--- config.mk ---
export PLATFORM = sky130hd
export DESIGN_NAME = khm_ctrl
export DESIGN_NICKNAME = d
export VERILOG_FILES = /design/src/rtl/khm_pkg.sv /design/src/rtl/khm_ctrl.sv
export SDC_FILE = /design/constraint.sdc
export NUM_CORES = 1
export LEC_CHECK = 0
export ABC_AREA = 1
export BUFFER_PORTS_ARGS = -buffer_cell sky130_fd_sc_hd__buf_2
export CAP_MARGIN = 20
export CORE_AREA = 8 8 45 47
export CTS_BUF_LIST = sky130_fd_sc_hd__clkbuf_16
export DETAILED_ROUTE_END_ITERATION = 7
export DIE_AREA = 0 0 53 55
export PLACE_DENSITY = 0.73
export SETUP_SLACK_MARGIN = 0.02
export SLEW_MARGIN = 20
export SYNTH_ARGS = -nofsm -noshare
export SYNTH_HDL_FRONTEND = slang
export SYNTH_SLANG_ARGS = --single-unit
--- constraint.sdc ---
create_clock -name clk -period 3.65 [get_ports clk]
set_clock_uncertainty 0.15 [all_clocks]
set_input_delay 0.5475 -clock clk [delete_from_list [all_inputs] [get_ports clk]]
set_output_delay 0.5475 -clock clk [all_outputs]
set_load 0.01 [all_outputs]
--- src/rtl/khm_pkg.sv ---
`timescale 1ns / 1ps
package khm_pkg;
  localparam int MAX_RUNS_DEF      = 8;
  localparam int RUN_DEPTH_DEF     = 256;
  localparam int KEY_WIDTH_DEF     = 32;
  localparam int PAYLOAD_WIDTH_DEF = 32;
  localparam int RUN_SEL_W         = 3;
  localparam int OUT_W             = 32;

  localparam logic CMD_LOAD = 1'b0;
  localparam logic CMD_PULL = 1'b1;

  typedef enum logic [3:0] {
    ST_IDLE,
    ST_LOAD,
    ST_BUILD_SCAN,
    ST_SIFT_RD,
    ST_SIFT_CMP,
    ST_POP_RD,
    ST_POP_WAIT,
    ST_POP_ADV,
    ST_CAT_SKIP,
    ST_OUT
  } khm_state_t;

  // controller to datapath
  typedef struct packed {
    logic load_wr;
    logic scan_step;
    logic scan_init;
    logic sift_start_build;
    logic sift_start_root;
    logic sift_rd;
    logic sift_cmp;
    logic pop_rd;
    logic pop_adv;
    logic cat_step;
    logic empty_res;
    logic start_merge;
  } khm_cmd_t;

  // datapath to controller
  typedef struct packed {
    logic load_ok;
    logic scan_done;
    logic sift_done;
    logic build_done;
    logic heap_empty;
    logic cat_done;
    logic cat_ok;
    logic mode_cmp;
    logic started;
  } khm_sts_t;
endpackage

--- src/rtl/khm_ctrl.sv ---
`timescale 1ns / 1ps
module khm_ctrl import khm_pkg::*; (
  input  logic     clk,
  input  logic     rst_n,
  input  logic     in_fire,
  input  logic     in_cmd,
  input  logic     out_busy,
  output logic     in_ready,
  output logic     res_load,
  output khm_cmd_t cmd,
  input  khm_sts_t sts
);
  khm_state_t state_r, state_nxt;
  logic       from_pop_r, from_pop_nxt;

  always_ff @(posedge clk) begin
    if (!rst_n) begin
      state_r    <= ST_IDLE;
      from_pop_r <= 1'b0;
    end else begin
      state_r    <= state_nxt;
      from_pop_r <= from_pop_nxt;
    end
  end

  always_comb begin
    state_nxt    = state_r;
    from_pop_nxt = from_pop_r;
    case (state_r)
      ST_IDLE: begin
        if (in_fire) begin
          if (in_cmd == CMD_LOAD) begin
            state_nxt = ST_LOAD;
          end else if (!sts.started) begin
            state_nxt = sts.mode_cmp ? ST_BUILD_SCAN : ST_CAT_SKIP;
          end else begin
            state_nxt = sts.mode_cmp ? ST_POP_RD : ST_CAT_SKIP;
          end
          from_pop_nxt = 1'b0;
        end
      end
      ST_LOAD: state_nxt = ST_IDLE;
      ST_BUILD_SCAN: if (sts.scan_done) state_nxt = ST_SIFT_RD;
      ST_SIFT_RD: begin
        if (sts.sift_done) begin
          if (from_pop_r) state_nxt = ST_OUT;
          else if (sts.build_done) state_nxt = ST_POP_RD;
          else state_nxt = ST_SIFT_RD;
        end else begin
          state_nxt = ST_SIFT_CMP;
        end
      end
      ST_SIFT_CMP: state_nxt = ST_SIFT_RD;
      ST_POP_RD: state_nxt = sts.heap_empty ? ST_OUT : ST_POP_WAIT;
      ST_POP_WAIT: state_nxt = ST_POP_ADV;
      ST_POP_ADV: begin
        from_pop_nxt = 1'b1;
        state_nxt    = ST_SIFT_RD;
      end
      ST_CAT_SKIP: if (sts.cat_done) state_nxt = ST_OUT;
      ST_OUT: if (!out_busy) state_nxt = ST_IDLE;
      default: state_nxt = ST_IDLE;
    endcase
  end

  always_comb begin
    cmd      = '0;
    in_ready = 1'b0;
    res_load = 1'b0;
    case (state_r)
      ST_IDLE: begin
        in_ready = 1'b1;
        if (in_fire && in_cmd == CMD_PULL && !sts.started) begin
          cmd.start_merge = 1'b1;
          cmd.scan_init   = 1'b1;
        end
      end
      ST_LOAD: cmd.load_wr = 1'b1;
      ST_BUILD_SCAN: begin
        cmd.scan_step = 1'b1;
        if (sts.scan_done) cmd.sift_start_build = 1'b1;
      end
      ST_SIFT_RD: begin
        if (!sts.sift_done) cmd.sift_rd = 1'b1;
        else if (!from_pop_r && !sts.build_done) cmd.sift_start_build = 1'b1;
      end
      ST_SIFT_CMP: cmd.sift_cmp = 1'b1;
      ST_POP_RD: cmd.pop_rd = 1'b1;
      // keep the root row address on the read port until it is captured
      ST_POP_WAIT: cmd.pop_rd = 1'b1;
      ST_POP_ADV: begin
        cmd.pop_adv         = 1'b1;
        cmd.sift_start_root = 1'b1;
      end
      ST_CAT_SKIP: cmd.cat_step = 1'b1;
      ST_OUT: res_load = !out_busy;
      default: ;
    endcase
  end

  assert property (@(posedge clk) disable iff (!rst_n)
    in_ready |-> state_r == ST_IDLE)
    else $error("ready outside idle");
  assert property (@(posedge clk) disable iff (!rst_n)
    state_r == ST_POP_WAIT |=> state_r == ST_POP_ADV)
    else $error("pop sequence broken");
  assert property (@(posedge clk) disable iff (!rst_n)
    state_r == ST_LOAD |=> state_r == ST_IDLE)
    else $error("load not single cycle");
endmodule

### Word-level counts from Yosys, hierarchy flattened

Cells that the tools add are included.

* register bits: 5
* output and inout bits: 14
* word-level logic and storage cells: 59

* eq/ne operators: 13
* multiplexer cells: 31
* reductions and logical operators: 13

Operators by type and width (count)
* 2-to-1 mux 4 bit: 11
* one-hot mux 4 bit (8 select lines): 1
* == test 4 x 3 -> 1 bit, second input constant: 4
* 2-to-1 mux 1 bit: 16
* == test 4 x 2 -> 1 bit, second input constant: 2
* == test 4 bit, second input constant: 2
* != test 2 bit, second input constant: 4
* == test 4 x 1 -> 1 bit, second input constant: 1
* zero test 1 bit: 4
* zero test 4 bit: 1
* one-hot mux 1 bit (2 select lines): 2
* AND reduction 4 bit: 1
* OR reduction 2 bit: 2
* logical AND 1 bit: 3
* 2-to-1 mux 3 bit: 1
* AND reduction 2 bit: 1
* nonzero test 2 bit: 1

### Depth between registers and ports, before layout

Gate-level depths: netlist of run 1.

* word-level depth: 5
* depth in mapped cells: 9
* mapped depth without buffers: 9

### Worst setup path after synthesis of run 1

No wires, ideal clock.

* kind: register -> output
* start point: register state_r[0]
* end point: output port cmd[9] (netlist bit)
* arrival time: 1191 ps
* required time: 2952 ps
* path slack: 1762 ps
* stages on the path, launching flop included: 7
* path buffers: 1
* path through: dfxtp_1 -> nor2_1 -> nand2_2 -> inv_2 -> nand2_1 -> nor2_1 -> buf_4

RTL lines
* start: declaration: RTL line khm_ctrl.sv:13 `khm_state_t state_r, state_nxt;`
* start signal: assignment: RTL line khm_ctrl.sv:21 `state_r <= state_nxt;`
* end: declaration: RTL line khm_ctrl.sv:10 `output khm_cmd_t cmd,`

==> results of run 1 <==
[area by class of cell]
type / instances / area, µm²
clock buffer: 3 / 75.1
clock inverter: 1 / 3.75
fill: 149 / 652
inverter: 18 / 67.6
multi-input combinational: 71 / 345
sequential: 5 / 100
tap: 16 / 20.0
timing repair buffer: 24 / 120
[report_power, final]
part / internal, W / switching [W] / total [W]
registers: 0.0000651 / 0.0000143 / 0.0000795
logic: 0.0000657 / 0.000118 / 0.000183
clock network: 0.000142 / 0.0000334 / 0.000175
[per-stage QoR]
step	total power (W)	utilization	hold WS [ps]	cell area (µm²)
6_report	0.000438	0.529	340	732
2_1_floorplan	0.000213	-	316	543
5_1_grt	0.000473	0.529	385	732
4_1_cts	0.000442	0.529	345	732
3_3_place_gp	0.000261	0.472	338	653
3_5_place_dp	0.000263	0.472	341	653
[tightest hold or removal path, cell delays in order, from the launching register on]
cell     delay (ps)
dfxtp_1         320
nand2_1          70
a21oi_1          50
[state kept, by name, summed over array words and instances, names as in the netlist]
signal and cells:
from_pop_r 1, state_r 4
[cell usage after synthesis, drive strengths merged]
library cell  instances  share of area
nor2                 17           0.15
nand4                 6          0.069
dfxtp                 5           0.18
nand3                 9          0.083
or2                   1          0.012
o22ai                 1          0.012
buf                   4          0.055
conb                  1         0.0069
nor4                  1          0.012
a21oi                 4          0.037
inv                  18           0.12
nand2                31           0.26
[per-layer routing]
layer  GRT usage  wire, µm  vias to the layer above
li1            -         -                      348
met1       0.114       564                      299
met2       0.201       747                       23
met3      0.0160       100                        2
met4      0.0647        22                        0
met5           0         0                        -
[cell families after synthesis]
group | count (synthesis) | share of synthesized area
other | 1 | 0.00691
AOI/OAI and AO/OA | 5 | 0.0484
and+or+nand+nor | 65 | 0.581
buffers and inverters | 22 | 0.180
DFF | 5 | 0.184
[final timing paths]
check	from	endpoint	slack, ps
hold / removal	from_pop_r	from_pop_r	340
setup / recovery	state_r[1]	cmd[9]	1540
hold reg to reg	from_pop_r	from_pop_r	340
setup reg to reg	state_r[2]	state_r[1]	2190
==> flow_metrics.tcl, run 1 <==
set metrics [dict create \
    netlist_instances 98 \
    area_delta_synth_final_pct 34.8 \
    syn_area_per_cell_um2 5.54 \
    cts_root_buf "clkbuf_16" \
    grt_max_degree 8 \
    postCtsSetupRepairBufs 0 \
    dpl.hpwl_mm 1.23 \
    synth_nets 112 \
    rows 14 \
    fin_setup_tns_ps 0 \
    critical_path.max_stage_delay_ps 330 \
    reg2reg_depth 8 \
    routabilityCongestion 0.826 \
    wire_per_inst_um 10.4 \
    drc 0 \
    start_util 0.392 \
    path_cells "nor2_1, nand2_2, inv_2, nand2_1, nor2_1, buf_2" \
    seq_area_frac_synth 0.184 \
    clk_pin_slew_ps 30 \
    cp_slowest_cell "dfxtp_1" \
    status "finished clean" \
    dr.first_iter.drc_count 16 \
    slew_violations 0 \
    synth-seq-cells 5 \
    insertion_delay_ps 220 \
    worstPathMaxFanout 5 \
    power_density_mw_per_mm2 598 \
    p_leak_nw 0.465 \
    grt_pass1_wl_mm 2.44 \
    fp.dieH_um 55 \
    grt-ovfl-total 0 \
    route.antenna.remaining_nets 0 \
    cts_resized 0 \
    fin_ws_ps 1540 \
    firstDrtPassIters 4 \
    timing.max_cap.violations 0 \
    end_kind "output port" \
    hold_depth 2 \
    fp.dieArea_mm2 0.00292 \
    clk_path_buf_depth 2 \
    cts_buffers 3 \
    h-tree-depth 1 \
    final.min_clock_period_ps 2110 \
    fin_crit_sh 0.579 \
    finalHoldViolations 0 \
    yosysWarnings 0 \
    drive_above_1_share 0.328 \
    yosysUniqueCellTypes 17 \
    cts.sinks 5 \
    ctsHoldBuffers 0 \
    finalNonFillerCells 138 \
    grt_usage 0.109 \
    vias 672 \
    critPathKind "flop to output port" \
    antenna_found_initial 0 \
    chipWidth_um 53 \
    crit_top_cell "nor2_1" \
    hp-class "flop to flop" \
    core-area_mm2 0.00138 \
    peakVddDrop_mv 0.570 \
    layout.nets 137 \
    drt-vias-per-instance 4.87 \
    syn_area_um2 543 \
    n_antenna_cell 0 \
    crit_buf_inv 2 \
    worstPathArrival_ps 1420 \
    clock.fmax_mhz 473 \
    cp-start-kind "flop" \
    final-setup-viol-count 0 \
    critPathTopFamily "simple AND/OR/NAND/NOR gates" \
    wl_mm 1.44 \
    io_buffers 24 \
    rsz0062_at_grt "false" \
    grt_pass1_vias 625 \
    layout_common_cells "nand2_1, buf_2, inv_1" \
    cts_tree "yes" \
    critPathRequiredTime_ps 2950 \
    critical_path_depth 6 \
    place_ws_ps 1780 \
    ios 28 \
    place_inst 134 \
]
No activity file was read; power rests on OpenSTA's default activity.
==> run 2, diff against run 1 <==
Clock period 3.65 ns to 2 ns, I/O delays scaled along.
==> run 2 against run 1 <==
Compared with the run above:
- worst hold slack lost 120 ps
- sequential cell count is the same
- first-iteration DRC count grew 50%
- highest routed layer unchanged
- largest cell class unchanged
- sequential share of layout area is essentially flat
- non-clock buffer count is the same
- final cell count is the same
- largest power group unchanged
- setup slack lost 1300 ps
- total power grew 83%
==> flow_metrics.tcl, run 2 (synthesis gave the netlist of run 1 again) <==
set metrics [dict create \
    largest_register_ff_count 4 \
    fp.dieH_um 55 \
    end_kind "output port" \
    p_seq_frac 0.184 \
    start_util 0.392 \
    clockPowerShare 0.398 \
    h-tree-depth 1 \
    cp_slowest_cell "dfxtp_1" \
    p_switching_w 0.000301 \
    firstDrtPassIters 4 \
    io_buffers 24 \
    grt-ovfl-total 0 \
    cts.sinks 5 \
    dr.first_iter.drc_count 24 \
    n_antenna_cell 0 \
    fin_setup_tns_ps 0 \
    postCtsSetupRepairBufs 0 \
    critPathRequiredTime_ps 1550 \
    wl_mm 1.36 \
    drt-vias-per-instance 4.72 \
    clk_path_buf_depth 2 \
    grt_usage 0.102 \
    power_density_mw_per_mm2 1090 \
    antenna_found_initial 0 \
    status "finished clean" \
    power.internal_w 0.000499 \
    cts_buffers 3 \
    hp-class "input pin to flop" \
    layout_common_cells "nand2_1, buf_2, inv_1" \
    regMostFlops "state_r" \
    p_leak_nw 0.466 \
    drc 0 \
    rows 14 \
    core-area_mm2 0.00138 \
    cts_root_buf "clkbuf_16" \
    slew_violations 0 \
    drive_above_1_share 0.336 \
    finalHoldViolations 0 \
    power_frac_comb 0.418 \
    cts_tree "yes" \
    wire_per_inst_um 9.82 \
    insertion_delay_ps 220 \
    critPathKind "flop to output port" \
    route.antenna.remaining_nets 0 \
    dpl.hpwl_mm 1.20 \
    clock.fmax_mhz 553 \
    vias 652 \
    chipWidth_um 53 \
    fp.dieArea_mm2 0.00292 \
    path_cells "nor2_4, nand2_1, or2_1, inv_1, buf_2" \
    area_delta_synth_final_pct 35.3 \
    timing.max_cap.violations 0 \
    final-setup-viol-count 0 \
    stdcell_area_um2 734 \
    p_sw_frac 0.376 \
    final.min_clock_period_ps 1810 \
    fin_util 0.531 \
    cp-start-kind "flop" \
    worstPathMaxFanout 7 \
    layout.nets 137 \
    dpl_cell_area_um2 653 \
    critPathTopFamily "simple AND/OR/NAND/NOR gates" \
    reg.largest.list "state_r: 4 flops, from_pop_r: 1 flops" \
    grt_max_degree 8 \
    clk_pin_slew_ps 30 \
    worstPathArrival_ps 1360 \
    peakVddDrop_mv 0.803 \
    grt_pass1_vias 585 \
    crit_buf_inv 2 \
    fin_crit_sh 0.905 \
    routabilityCongestion 0.824 \
    critical_path.max_stage_delay_ps 380 \
    power_w 0.000801 \
    grt_pass1_wl_mm 2.31 \
    ios 28 \
    rsz0062_at_grt "false" \
]
==> run 2: what timing repair did <==
item,in CTS,in global routing
endpoints found under the hold margin,0,0
hold buffers,0,0
endpoints found under the setup margin,0,2
gates resized for setup,0,1
==> run 2: final timing paths <==
path                                  from          to  slack, ps  depth (start not counted)
worst max register to register  state_r[2]  state_r[0]        570                          8
worst min-delay path                 rst_n  state_r[2]        210                          3
worst min register to register  from_pop_r  from_pop_r        350                          2
worst max-delay path            state_r[3]      cmd[6]        190                          5
==> run 2: worst register-to-register path, stage by stage (launching register included) <==
cell and delay [ps]:
dfxtp_1 400, inv_2 90, nor2_2 190, nand2_1 160, nand3_1 100, nor2_1 40
nand2_1 70, nand2_1 50, a21oi_1 110
==> run 2: power by group through the flow <==
stage	combinational (W)	sequential [W]	clock [W]
6_report	0.000335	0.000147	0.000319
5_1_grt	0.000379	0.000150	0.000330
4_1_cts	0.000336	0.000145	0.000322
3_5_place_dp	0.000336	0.000147	0
3_3_place_gp	0.000331	0.000145	0
2_1_floorplan	0.000248	0.000141	0
==> run 2: routing by layer <==
layer / share of wire / wire length [µm] / GRT usage
met3: 0.063 / 86 / 0.0160
met4: 0.014 / 19 / 0.0647
met5: 0 / 0 / 0
met1: 0.41 / 562 / 0.117
met2: 0.51 / 687 / 0.174
==> run 2: layout make-up <==
type | count | area, µm²
clock buffer | 3 | 75.1
clock inverter | 1 | 3.75
fill | 146 | 649
inverter | 18 | 67.6
multi-input combinational | 71 | 348
sequential | 5 | 100
tap | 16 | 20.0
timing repair buffer | 24 | 120
==> run 2: through the flow <==
step                worst slack (ps)  hold WS, ps  instances
floorplan                        359          316         98
global placement                 405          338        134
finish                           190          215        138
global route                    55.9          238        138
CTS                              127          222        138
detailed placement               368          342        134
==> run 3, diff against run 2 <==
Settings changed: CORE_AREA 8 8 45 47 to not set, CORE_MARGIN set to 8, CORE_UTILIZATION set to 30, DIE_AREA 0 0 53 55 to not set, PLACE_DENSITY 0.73 to not set.
==> run 3 against run 2 <==
Compared with the run above:
- setup slack got worse by 19 ps
- global-route usage decreased by 0.57 points
- sequential power about the same
- sequential cell count unchanged
- critical path depth increased by 1
- via count decreased by 0.77%
- highest routed layer is now met3
==> flow_metrics.tcl, run 3 (synthesis gave the netlist of run 1 again) <==
set metrics [dict create \
    antenna_found_initial 0 \
    clockPowerShare 0.397 \
    cts_tree "yes" \
    rsz0062_at_grt "false" \
    drt-vias-per-instance 4.40 \
    slew_violations 0 \
    layout.nets 137 \
    ctsHoldBuffers 0 \
    final.min_clock_period_ps 1830 \
    clock.fmax_mhz 547 \
    area_delta_synth_final_pct 37.3 \
    dpl.hpwl_mm 1.29 \
    chipWidth_um 58.5 \
    grt_pass1_vias 665 \
    vias 647 \
    drive_above_1_share 0.336 \
    dr.first_iter.drc_count 13 \
    grt_pass1_wl_mm 2.68 \
    start_util 0.318 \
    reg.largest.list "state_r: 4 flops, from_pop_r: 1 flops" \
    power_frac_comb 0.421 \
    layout_common_cells "nand2_1, buf_2, inv_1" \
    fp.dieArea_mm2 0.00343 \
    cts_buffers 3 \
    p_switching_w 0.000303 \
    peakVddDrop_mv 0.656 \
    wire_per_inst_um 10.3 \
    grt_usage 0.0965 \
    fin_crit_sh 0.914 \
    p_leak_nw 0.466 \
    r2r_start "state_r[0]" \
    timing.max_cap.violations 0 \
    wl_mm 1.51 \
    worstPathMaxFanout 7 \
    routabilityCongestion 0.780 \
    cp-start-kind "flop" \
    grt_max_degree 8 \
    cts.sinks 5 \
    status "finished clean" \
    io_buffers 24 \
    finalHoldViolations 0 \
    fin_util 0.437 \
    h-tree-depth 1 \
    fp.dieH_um 58.5 \
    crit_start "state_r[3]" \
    insertion_delay_ps 220 \
    clk_path_buf_depth 2 \
    end_kind "output port" \
    fin_setup_tns_ps 0 \
    ios 28 \
    power_density_mw_per_mm2 1080 \
    p_sw_frac 0.377 \
    clk_pin_slew_ps 30 \
    path_cells "nor2_4, nand2_2, inv_2, nand2_1, nor2_1, buf_2" \
    n_antenna_cell 0 \
    final-setup-viol-count 0 \
    drc 0 \
    hp-class "input pin to flop" \
    critPathKind "flop to output port" \
    worstPathArrival_ps 1380 \
    power.internal_w 0.000499 \
    rows 15 \
    grt-ovfl-total 0 \
    largest_register_ff_count 4 \
    regMostFlops "state_r" \
    route.antenna.remaining_nets 0 \
    critPathRequiredTime_ps 1550 \
    critical_path.max_stage_delay_ps 380 \
    min-delay-start "rst_n" \
    cts_root_buf "clkbuf_16" \
    p_seq_frac 0.183 \
    firstDrtPassIters 4 \
    cp_slowest_cell "dfxtp_1" \
    core-area_mm2 0.00171 \
]
## run 3: cell counts in the layout (fill, tap and decap cells not counted)
Identical to the previous run, type by type.
## run 3: layer usage
metal,vias to the layer above,GRT usage,part of all wire
li1,347,-,-
met1,283,0.100,0.40
met2,17,0.175,0.54
met3,0,0.0217,0.060
met4,0,0.0524,0
met5,-,0,0
## run 3: repair_timing
action	4_1_cts	5_1_grt
resized for setup	0	1
setup endpoints to repair	0	2
setup buffers	0	0
## run 3: worst max-delay path, delay by kind of cell (launching register included)
family                 cells  cell delay [ps]
buffers and inverters      2              250
and+or+nand+nor            4              530
DFF                        1              380
## run 3: worst paths after layout
| path | end | slack [ps] | cells past startpoint |
|---|---|---|---|
| max | cmd[0] | 170 | 6 |
| min | state_r[2] | 210 | 3 |
| max reg2reg | state_r[3] | 570 | 7 |
| min reg2reg | from_pop_r | 350 | 2 |
## run 3: cell type report
cell class	instances	area, µm²
multi-input cells	71	348
inverters	18	67.6
repair buffers	24	120
flip-flops and latches	5	100
well taps	25	31.3
fillers	195	962
clock buffers	3	75.1
clock inverters	1	3.75
## run 3: power groups by stage
| stage | Combinational (W) | Sequential [W] | Clock [W] |
|---|---|---|---|
| 3_3_place_gp | 0.000335 | 0.000145 | 0 |
| 4_1_cts | 0.000338 | 0.000145 | 0.000325 |
| 5_1_grt | 0.000385 | 0.000151 | 0.000333 |
| 3_5_place_dp | 0.000337 | 0.000146 | 0 |
| 2_1_floorplan | 0.000248 | 0.000141 | 0 |
| 6_report | 0.000337 | 0.000147 | 0.000318 |
## run 3: per-stage QoR
stage                     worst slack, ps  area, µm²  hold slack [ps]  instances  total power (W)
final                                 171        746              207        147         0.000802
after CTS                             139        743              214        147         0.000808
after global routing                 51.9        746              223        147         0.000869
after floorplan                       359        543              316         98         0.000389
after detailed placement              383        664              348        143         0.000483
after global placement                371        664              354        143         0.000480
